`config.mk`:
```
export PLATFORM = sky130hd
export DESIGN_NAME = imu_serial_frame_decoder
export DESIGN_NICKNAME = d
export VERILOG_FILES = /design/src/design/imusfd_pkg.sv /design/src/design/imusfd_cfg_regs.sv /design/src/design/imusfd_frame_sync.sv /design/src/design/imusfd_scale.sv /design/src/design/imu_serial_frame_decoder.sv
export SDC_FILE = /design/constraint.sdc
export NUM_CORES = 2
export LEC_CHECK = 0
export BUFFER_PORTS_ARGS = -buffer_cell sky130_fd_sc_hd__buf_2
export CAP_MARGIN = 20
export CELL_PAD_IN_SITES_DETAIL_PLACEMENT = 1
export CELL_PAD_IN_SITES_GLOBAL_PLACEMENT = 1
export CORE_MARGIN = 5
export CORE_UTILIZATION = 40
export DETAILED_ROUTE_END_ITERATION = 7
export PLACE_DENSITY = 0.65
export SYNTH_ARGS = -nofsm -noshare
export SYNTH_HDL_FRONTEND = slang
export SYNTH_SLANG_ARGS = --single-unit
```
`constraint.sdc`:
```
create_clock -name clk -period 9.1 [get_ports clk]
set_input_delay 0.455 -clock clk [delete_from_list [all_inputs] [get_ports clk]]
set_output_delay 0.455 -clock clk [all_outputs]
set_load 0.01 [all_outputs]
```
`src/design/imusfd_pkg.sv`:
```
// ----------------------------------------------------------------------------
// imusfd_pkg
// Shared types and constants for the IMU serial frame decoder.
// ----------------------------------------------------------------------------
package imusfd_pkg;

  // Frame layout
  localparam int         FRAME_BYTES      = 11;
  localparam logic [7:0] FRAME_HEAD       = 8'h55;
  localparam logic [7:0] TYPE_ACCEL       = 8'h51;
  localparam logic [7:0] TYPE_MAG         = 8'h54;
  localparam logic [3:0] SKIP_AFTER_FRAME = 4'd10;

  // Quantity codes carried on the result channel
  localparam logic [1:0] QTY_ACCEL = 2'd0;
  localparam logic [1:0] QTY_GYRO  = 2'd1;
  localparam logic [1:0] QTY_ANGLE = 2'd2;
  localparam logic [1:0] QTY_MAG   = 2'd3;

  // Configuration register map
  localparam int         CFG_IDX_W      = 8;
  localparam logic [CFG_IDX_W-1:0] CFG_ACCEL_GAIN = 8'd0;
  localparam logic [CFG_IDX_W-1:0] CFG_GYRO_GAIN  = 8'd1;
  localparam logic [CFG_IDX_W-1:0] CFG_ANGLE_GAIN = 8'd2;
  localparam logic [CFG_IDX_W-1:0] CFG_MAG_GAIN   = 8'd3;

  // Gain reset values
  localparam logic [15:0] ACCEL_GAIN_RST = 16'd16;
  localparam logic [15:0] GYRO_GAIN_RST  = 16'd2000;
  localparam logic [15:0] ANGLE_GAIN_RST = 16'd180;
  localparam logic [15:0] MAG_GAIN_RST   = 16'd32768;

  // Input request: one received byte
  typedef struct packed {
    logic [7:0] rx_byte;
    logic       last_in_burst;
  } in_item_t;

  // Result request: one scaled triple
  typedef struct packed {
    logic [1:0]         quantity;
    logic signed [31:0] axis_x;
    logic signed [31:0] axis_y;
    logic signed [31:0] axis_z;
  } out_item_t;

  // Gain register set
  typedef struct packed {
    logic [15:0] accel_gain;
    logic [15:0] gyro_gain;
    logic [15:0] angle_gain;
    logic [15:0] mag_gain;
  } gain_set_t;

  // Raw fields of one accepted frame
  typedef struct packed {
    logic [1:0]  quantity;
    logic [15:0] raw_x;
    logic [15:0] raw_y;
    logic [15:0] raw_z;
  } frame_t;

  // Frame request from the sync stage to the scale stage
  typedef struct packed {
    logic   valid;
    frame_t frame;
  } frame_req_t;

endpackage

```
`src/design/imusfd_cfg_regs.sv`:
```
// ----------------------------------------------------------------------------
// imusfd_cfg_regs
// Gain register bank written through the configuration port.
// ----------------------------------------------------------------------------
module imusfd_cfg_regs (
  input  logic                            clk,
  input  logic                            rst_n,
  input  logic                            cfg_valid,
  output logic                            cfg_ready,
  input  logic [imusfd_pkg::CFG_IDX_W-1:0] cfg_index,
  input  logic [15:0]                     cfg_data,
  output imusfd_pkg::gain_set_t           gains
);

  imusfd_pkg::gain_set_t gains_r;
  imusfd_pkg::gain_set_t gains_nxt;

  // Writes always taken
  assign cfg_ready = 1'b1;

  // Register decode; unknown indexes leave the bank alone
  always_comb begin
    gains_nxt = gains_r;
    if (cfg_valid) begin
      unique case (cfg_index)
        imusfd_pkg::CFG_ACCEL_GAIN: gains_nxt.accel_gain = cfg_data;
        imusfd_pkg::CFG_GYRO_GAIN:  gains_nxt.gyro_gain  = cfg_data;
        imusfd_pkg::CFG_ANGLE_GAIN: gains_nxt.angle_gain = cfg_data;
        imusfd_pkg::CFG_MAG_GAIN:   gains_nxt.mag_gain   = cfg_data;
        default: ;
      endcase
    end
  end

  always_ff @(posedge clk) begin
    if (!rst_n) begin
      gains_r.accel_gain <= imusfd_pkg::ACCEL_GAIN_RST;
      gains_r.gyro_gain  <= imusfd_pkg::GYRO_GAIN_RST;
      gains_r.angle_gain <= imusfd_pkg::ANGLE_GAIN_RST;
      gains_r.mag_gain   <= imusfd_pkg::MAG_GAIN_RST;
    end else begin
      gains_r <= gains_nxt;
    end
  end

  assign gains = gains_r;

endmodule

```
`src/design/imusfd_frame_sync.sv`:
```
// ----------------------------------------------------------------------------
// imusfd_frame_sync
// Byte window, running checksum and frame search; registers matched frames.
// ----------------------------------------------------------------------------
module imusfd_frame_sync (
  input  logic                   clk,
  input  logic                   rst_n,
  input  logic                   in_valid,
  output logic                   in_stall,
  input  imusfd_pkg::in_item_t   in_data,
  output imusfd_pkg::frame_req_t frm_req,
  input  logic                   frm_ready
);

  localparam int NB = imusfd_pkg::FRAME_BYTES;

  logic [7:0] win_r   [NB];
  logic [7:0] win_nxt [NB];
  logic [7:0] sum_r;       // sum of win_r[0..NB-2], mod 256
  logic [7:0] sum_nxt;
  logic [3:0] fill_r;
  logic [3:0] fill_nxt;
  logic [3:0] skip_r;
  logic [3:0] skip_nxt;

  logic                frm_valid_r;
  logic                frm_valid_nxt;
  imusfd_pkg::frame_t  frm_data_r;
  imusfd_pkg::frame_t  frm_data_nxt;

  logic       in_acc;
  logic       slot_free;
  logic       full;
  logic       frame_ok;
  logic       type_hit;
  logic [7:0] type_off;

  // Frame register frees when empty or when the scale stage takes it
  assign slot_free = !frm_valid_r || frm_ready;
  assign in_stall  = !slot_free;
  assign in_acc    = in_valid && slot_free;

  // Window after shifting in the new byte
  always_comb begin
    for (int i = 0; i < NB - 1; i++) begin
      win_nxt[i] = win_r[i+1];
    end
    win_nxt[NB-1] = in_data.rx_byte;
  end

  // Running sum: drop the outgoing oldest byte, add the byte that moves down
  assign sum_nxt  = sum_r - win_r[0] + win_r[NB-1];
  assign fill_nxt = (fill_r < 4'(NB)) ? fill_r + 4'd1 : fill_r;
  assign full     = (fill_nxt == 4'(NB));

  assign frame_ok = full && (skip_r == 4'd0) &&
                    (win_nxt[0] == imusfd_pkg::FRAME_HEAD) &&
                    (sum_nxt == win_nxt[NB-1]);
  assign type_hit = (win_nxt[1] >= imusfd_pkg::TYPE_ACCEL) &&
                    (win_nxt[1] <= imusfd_pkg::TYPE_MAG);
  assign type_off = win_nxt[1] - imusfd_pkg::TYPE_ACCEL;

  // Skip counter: count down after a frame, reload on a new frame
  always_comb begin
    skip_nxt = skip_r;
    if (full && (skip_r != 4'd0)) begin
      skip_nxt = skip_r - 4'd1;
    end else if (frame_ok) begin
      skip_nxt = imusfd_pkg::SKIP_AFTER_FRAME;
    end
  end

  // Raw little-endian fields of the matched frame
  always_comb begin
    frm_data_nxt.quantity = type_off[1:0];
    frm_data_nxt.raw_x    = {win_nxt[3], win_nxt[2]};
    frm_data_nxt.raw_y    = {win_nxt[5], win_nxt[4]};
    frm_data_nxt.raw_z    = {win_nxt[7], win_nxt[6]};
  end

  assign frm_valid_nxt = slot_free ? (in_acc && frame_ok && type_hit) : frm_valid_r;

  // Window, counters and frame valid
  always_ff @(posedge clk) begin
    if (!rst_n) begin
      for (int i = 0; i < NB; i++) begin
        win_r[i] <= 8'd0;
      end
      sum_r       <= 8'd0;
      fill_r      <= 4'd0;
      skip_r      <= 4'd0;
      frm_valid_r <= 1'b0;
    end else begin
      if (in_acc) begin
        if (in_data.last_in_burst) begin
          // burst end drops any partial frame
          for (int i = 0; i < NB; i++) begin
            win_r[i] <= 8'd0;
          end
          sum_r  <= 8'd0;
          fill_r <= 4'd0;
          skip_r <= 4'd0;
        end else begin
          for (int i = 0; i < NB; i++) begin
            win_r[i] <= win_nxt[i];
          end
          sum_r  <= sum_nxt;
          fill_r <= fill_nxt;
          skip_r <= skip_nxt;
        end
      end
      frm_valid_r <= frm_valid_nxt;
    end
  end

  // Frame payload
  always_ff @(posedge clk) begin
    if (in_acc) begin
      frm_data_r <= frm_data_nxt;
    end
  end

  assign frm_req.valid = frm_valid_r;
  assign frm_req.frame = frm_data_r;

endmodule

```
`src/design/imusfd_scale.sv`:
```
// ----------------------------------------------------------------------------
// imusfd_scale
// Multiplies the three raw values by the selected gain into the result register.
// ----------------------------------------------------------------------------
module imusfd_scale (
  input  logic                   clk,
  input  logic                   rst_n,
  input  imusfd_pkg::gain_set_t  gains,
  input  imusfd_pkg::frame_req_t frm_req,
  output logic                   frm_ready,
  output logic                   out_valid,
  input  logic                   out_stall,
  output imusfd_pkg::out_item_t  out_data
);

  logic                  out_valid_r;
  imusfd_pkg::out_item_t out_data_r;
  imusfd_pkg::out_item_t out_data_nxt;
  logic [15:0]           gain_sel;
  logic signed [32:0]    prod_x;
  logic signed [32:0]    prod_y;
  logic signed [32:0]    prod_z;

  // Result register frees when empty or taken
  assign frm_ready = !out_valid_r || !out_stall;

  // Gain select by quantity
  always_comb begin
    unique case (frm_req.frame.quantity)
      imusfd_pkg::QTY_ACCEL: gain_sel = gains.accel_gain;
      imusfd_pkg::QTY_GYRO:  gain_sel = gains.gyro_gain;
      imusfd_pkg::QTY_ANGLE: gain_sel = gains.angle_gain;
      imusfd_pkg::QTY_MAG:   gain_sel = gains.mag_gain;
      default:               gain_sel = gains.mag_gain;
    endcase
  end

  // int16 times uint16; product always fits in 32 bits
  assign prod_x = $signed(frm_req.frame.raw_x) * $signed({1'b0, gain_sel});
  assign prod_y = $signed(frm_req.frame.raw_y) * $signed({1'b0, gain_sel});
  assign prod_z = $signed(frm_req.frame.raw_z) * $signed({1'b0, gain_sel});

  always_comb begin
    out_data_nxt.quantity = frm_req.frame.quantity;
    out_data_nxt.axis_x   = prod_x[31:0];
    out_data_nxt.axis_y   = prod_y[31:0];
    out_data_nxt.axis_z   = prod_z[31:0];
  end

  always_ff @(posedge clk) begin
    if (!rst_n) begin
      out_valid_r <= 1'b0;
    end else if (frm_ready) begin
      out_valid_r <= frm_req.valid;
    end
  end

  always_ff @(posedge clk) begin
    if (frm_ready && frm_req.valid) begin
      out_data_r <= out_data_nxt;
    end
  end

  assign out_valid = out_valid_r;
  assign out_data  = out_data_r;

endmodule

```
`src/design/imu_serial_frame_decoder.sv`:
```
// ----------------------------------------------------------------------------
// imu_serial_frame_decoder
// Finds checksummed 11-byte IMU frames in a byte stream and scales their axes.
// ----------------------------------------------------------------------------
//
//  channel | direction | handshake           | payload
//  --------+-----------+---------------------+---------------------------------
//  in_     | input     | in_valid / in_stall | in_item_t  (rx_byte, last_in_burst)
//  out_    | output    | out_valid/out_stall | out_item_t (quantity, axis_x/y/z)
//  cfg_    | input     | cfg_valid/cfg_ready | cfg_index, cfg_data (16-bit gain)
//
//  One byte is accepted per cycle while in_stall is low. A frame's result
//  shows on out_valid after its final byte is accepted: through the frame
//  register, then the gain multiply into the result register.
//  in_stall rises only while a result is held on a stalled output and a
//  second matched frame waits in the frame register.
//  Synchronous reset clears the window, counters, valids and loads the
//  gain defaults; cfg_ready is always high.
//
module imu_serial_frame_decoder (
  input  logic                             clk,
  input  logic                             rst_n,
  input  logic                             in_valid,
  output logic                             in_stall,
  input  imusfd_pkg::in_item_t             in_data,
  output logic                             out_valid,
  input  logic                             out_stall,
  output imusfd_pkg::out_item_t            out_data,
  input  logic                             cfg_valid,
  output logic                             cfg_ready,
  input  logic [imusfd_pkg::CFG_IDX_W-1:0] cfg_index,
  input  logic [15:0]                      cfg_data
);

  imusfd_pkg::gain_set_t  gains;
  imusfd_pkg::frame_req_t frm_req;
  logic                   frm_ready;

  // Gain registers
  imusfd_cfg_regs u_cfg (
    .clk       (clk),
    .rst_n     (rst_n),
    .cfg_valid (cfg_valid),
    .cfg_ready (cfg_ready),
    .cfg_index (cfg_index),
    .cfg_data  (cfg_data),
    .gains     (gains)
  );

  // Window and frame search
  imusfd_frame_sync u_sync (
    .clk       (clk),
    .rst_n     (rst_n),
    .in_valid  (in_valid),
    .in_stall  (in_stall),
    .in_data   (in_data),
    .frm_req   (frm_req),
    .frm_ready (frm_ready)
  );

  // Gain multiply and result register
  imusfd_scale u_scale (
    .clk       (clk),
    .rst_n     (rst_n),
    .gains     (gains),
    .frm_req   (frm_req),
    .frm_ready (frm_ready),
    .out_valid (out_valid),
    .out_stall (out_stall),
    .out_data  (out_data)
  );

endmodule

```
==> reports/metrics.cfg <==
[status]
status=completed

[logic_synthesis]
ys_ff_latch=318
async_reset_ff_share_pct=0
syn_area_per_cell_sq_um=9.93
yosysSeqAreaShare_pct=22.8
yosysUniqueCellTypes=88
syn-cell-area_sq_um=38300
yosys_warnings=0
ys.flop_type=edfxtp_1
synthCells=3858
synth_edf_count=236
synth_nets=4849

[final_layout]
final_common_cell=inv_1
syn_to_final_growth_pct=8.89
nets=4904
layout-drive-gt1-share_pct=7.35
layout_common_cells=798 x inv_1, 589 x fa_1, 452 x nand2_1, 364 x ha_1, 362 x and2_1
fin_util_pct=43.9
fin_area_sq_um=41700

[critical_path]
r2r-start=u_sync.frm_req[48]$_DFFE_PP_
ff2ff_setup_slack_ns=1.04
start_kind=flop
crit_required_ns=9.51
cp.arrival_ns=8.47
cp-end-kind=flop
rr_endpoint=u_scale.out_data[30]$_DFFE_PP_
crit_type=reg2reg
cp_max_fo=31
worstRegToRegCells=22

[cts]
cts_resized=0
clkLatencyLatePin_ns=0.62
cts_buffers=41
cts.sinks=318
path_clk_slew_ns=0.06
h-tree-depth=2
root_buffer=clkbuf_16
postCtsHoldBufs=0
cts_tree=built
clk_path_buf_depth=3
cts_setup_buffers=0

[route]
avgViaCountPerCell=5.01
vias=26100
ant_nets=0
drc_errors=0
drt-total-wl_um=102000
drt-pass1-iter-count=5
drtIter0Drc=1092
wl_per_cell_um=19.6

[floorplan]
rows=113
die_y_um=320
start_util_pct=40.3
die-area_sq_um=102000
pin_count=139
dieWidth_um=320
coreArea_sq_um=95000

[timing]
rsz0062_at_grt=false
setup_viol=0
fin_setup_tns_ns=0
slew_headroom_pct=27.3
worst_pin_slew_ns=1.09
final_max_slew_viol_count=0
min_period_ns=8.06
fin_skew_ns=0.0617
hold_viol=0
max_freq_ghz=0.124
period_share_pct=88.6

[placed_design]
dpl-instance-area_sq_um=40300
dp_hpwl_um=77200
gp_congestion=0.800
io_buffers=137

[grt]
grt_pass1_wl_um=166000
antenna_found_initial=2
grt_overflow=0
first_global_vias=29600
grt_start_max_net_pins=97
track_usage_pct=20.3

[hold_path]
holdPathStages=3
holdPathEnd=u_cfg.gains[18]$_SDFFE_PN1P_
hold_start=cfg_data[2]
worstHoldPathType=in2reg

[pwr]
netSwitchingPower_w=0.00275
seqPwrFrac_pct=26.9
ir_drop_mv=0.139
clkPwrFrac_pct=24.6
p_comb_share_pct=48.6
power.density_nw_per_um2=161
p_leak_nw=20.3
p_int_w=0.00397
sw_frac_of_total_pct=41.0

[job]
max_cap_viol_count=0

==> final cells by class <==
type                    instances  area, sq um
diodes                          1         2.50
clock inverters                28          312
repair buffers                184         1100
clock buffers                  47         1050
multi-input cells            2566        25900
fillers                     10700        53300
inverters                     802         3010
flip-flops and latches        318         8730
well taps                    1265         1580
==> power groups by stage <==
stage / Clock (W) / Combinational [W] / Sequential [W]
2_1_floorplan: 0 / 0.00239 / 0.00176
3_3_place_gp: 0 / 0.00323 / 0.00183
3_5_place_dp: 0 / 0.00327 / 0.00183
4_1_cts: 0.00172 / 0.00332 / 0.00181
5_1_grt: 0.00177 / 0.00373 / 0.00181
6_report: 0.00165 / 0.00326 / 0.00180
==> metal layers <==
layer / routed length, um / vias up / track usage [%]
met3: 3160 / 109 / 2.02
met1: 45200 / 13600 / 26.9
met5: 0 / - / 0
met4: 2060 / 0 / 4.38
met2: 51800 / 354 / 36.4
li1: - / 12100 / -
==> per-stage QoR <==
step           hold slack (ns)  worst slack [ns]  total power, W  cells
2_1_floorplan            0.418             0.838         0.00415   3858
4_1_cts                 0.0758             0.984         0.00684   5209
6_report                 0.112              1.04         0.00672   5211
3_3_place_gp             0.421              1.18         0.00507   5133
5_1_grt                  0.109             0.636         0.00731   5210
3_5_place_dp             0.427              1.01         0.00510   5134
==> worst max-delay path: stages, from the launching register on <==
cell	delay [ns]
edfxtp_1	0.63
buf_4	0.28
mux4_2	0.99
buf_4	0.33
nand2_1	0.09
fa_1	0.52
inv_1	0.06
fa_1	0.57
fa_1	0.46
fa_1	0.48
fa_1	0.49
inv_1	0.05
fa_1	0.50
inv_1	0.06
ha_1	0.41
and2_1	0.23
a311oi_1	0.26
o21ai_1	0.08
nand3b_1	0.25
o211ai_1	0.32
a31o_1	0.23
or4b_1	0.45
o311ai_1	0.12
==> registers in the layout (all words and copies together), names as in the netlist <==
register and flops:
u_sync.win_r 88, u_cfg.gains 64, u_sync.frm_valid_r 1, u_sync.fill_r 4, u_sync.skip_r 4, u_sync.sum_r 8, u_scale.out_valid 1, u_scale.out_data 98
u_sync.frm_req 50
==> worst max path at each step <==
stage	start	to	slack, ns	cells after the start
finish	u_sync.frm_req[48]$_DFFE_PP_	u_scale.out_data[30]$_DFFE_PP_	1.04	22
global route	u_sync.frm_req[48]$_DFFE_PP_	u_scale.out_data[95]$_DFFE_PP_	0.64	23
CTS	u_sync.frm_req[48]$_DFFE_PP_	u_scale.out_data[30]$_DFFE_PP_	0.98	22
detailed placement	u_sync.frm_req[48]$_DFFE_PP_	u_scale.out_data[30]$_DFFE_PP_	1.01	22
global placement	u_sync.frm_req[48]$_DFFE_PP_	u_scale.out_data[30]$_DFFE_PP_	1.18	23
floorplan	out_stall	u_scale.out_data[0]$_DFFE_PP_	0.84	1
==> cell usage after synthesis (4+ instances only) <==
cell,n,area share [%]
a211o_1,6,0.14
a211oi_1,11,0.22
a21boi_0,13,0.25
a21boi_1,7,0.14
a21o_1,23,0.45
a21oi_1,66,0.86
a311oi_1,4,0.091
a31oi_1,7,0.11
and2_1,362,5.9
and3_1,87,1.4
buf_2,7,0.091
clkbuf_1,161,1.6
dfxtp_1,82,4.3
edfxtp_1,236,18
fa_1,589,31
ha_1,364,12
inv_1,800,7.8
mux2i_1,50,1.3
mux4_2,16,0.94
nand2_1,452,4.4
nand2b_1,26,0.42
nand3_1,31,0.40
nand3b_1,4,0.078
nand4_1,8,0.13
nor2_1,102,1.0
nor2b_1,46,0.75
nor3_1,21,0.27
nor3b_1,5,0.098
o211ai_1,9,0.18
o21a_1,15,0.29
o21ai_0,51,0.67
o21ai_1,8,0.10
o21bai_1,15,0.29
o311ai_1,4,0.091
o31ai_1,5,0.098
or3_1,6,0.098
xnor2_1,67,1.5
xor2_1,21,0.48
==> cell families (layout without fill, tap and decap cells) <==
kind of cell | Yosys count | count (layout) | share of synthesized area, %
buf+inv | 974 | 1061 | 9.58
fa+ha+maj | 953 | 953 | 42.7
other cells | 1 | 2 | 0.00979
flops | 318 | 318 | 22.8
simple gates | 1174 | 1174 | 15.6
mux | 68 | 68 | 2.31
compound gates | 280 | 280 | 4.93
xor+xnor | 90 | 90 | 2.13
No activity file was read; power rests on OpenSTA's default activity.
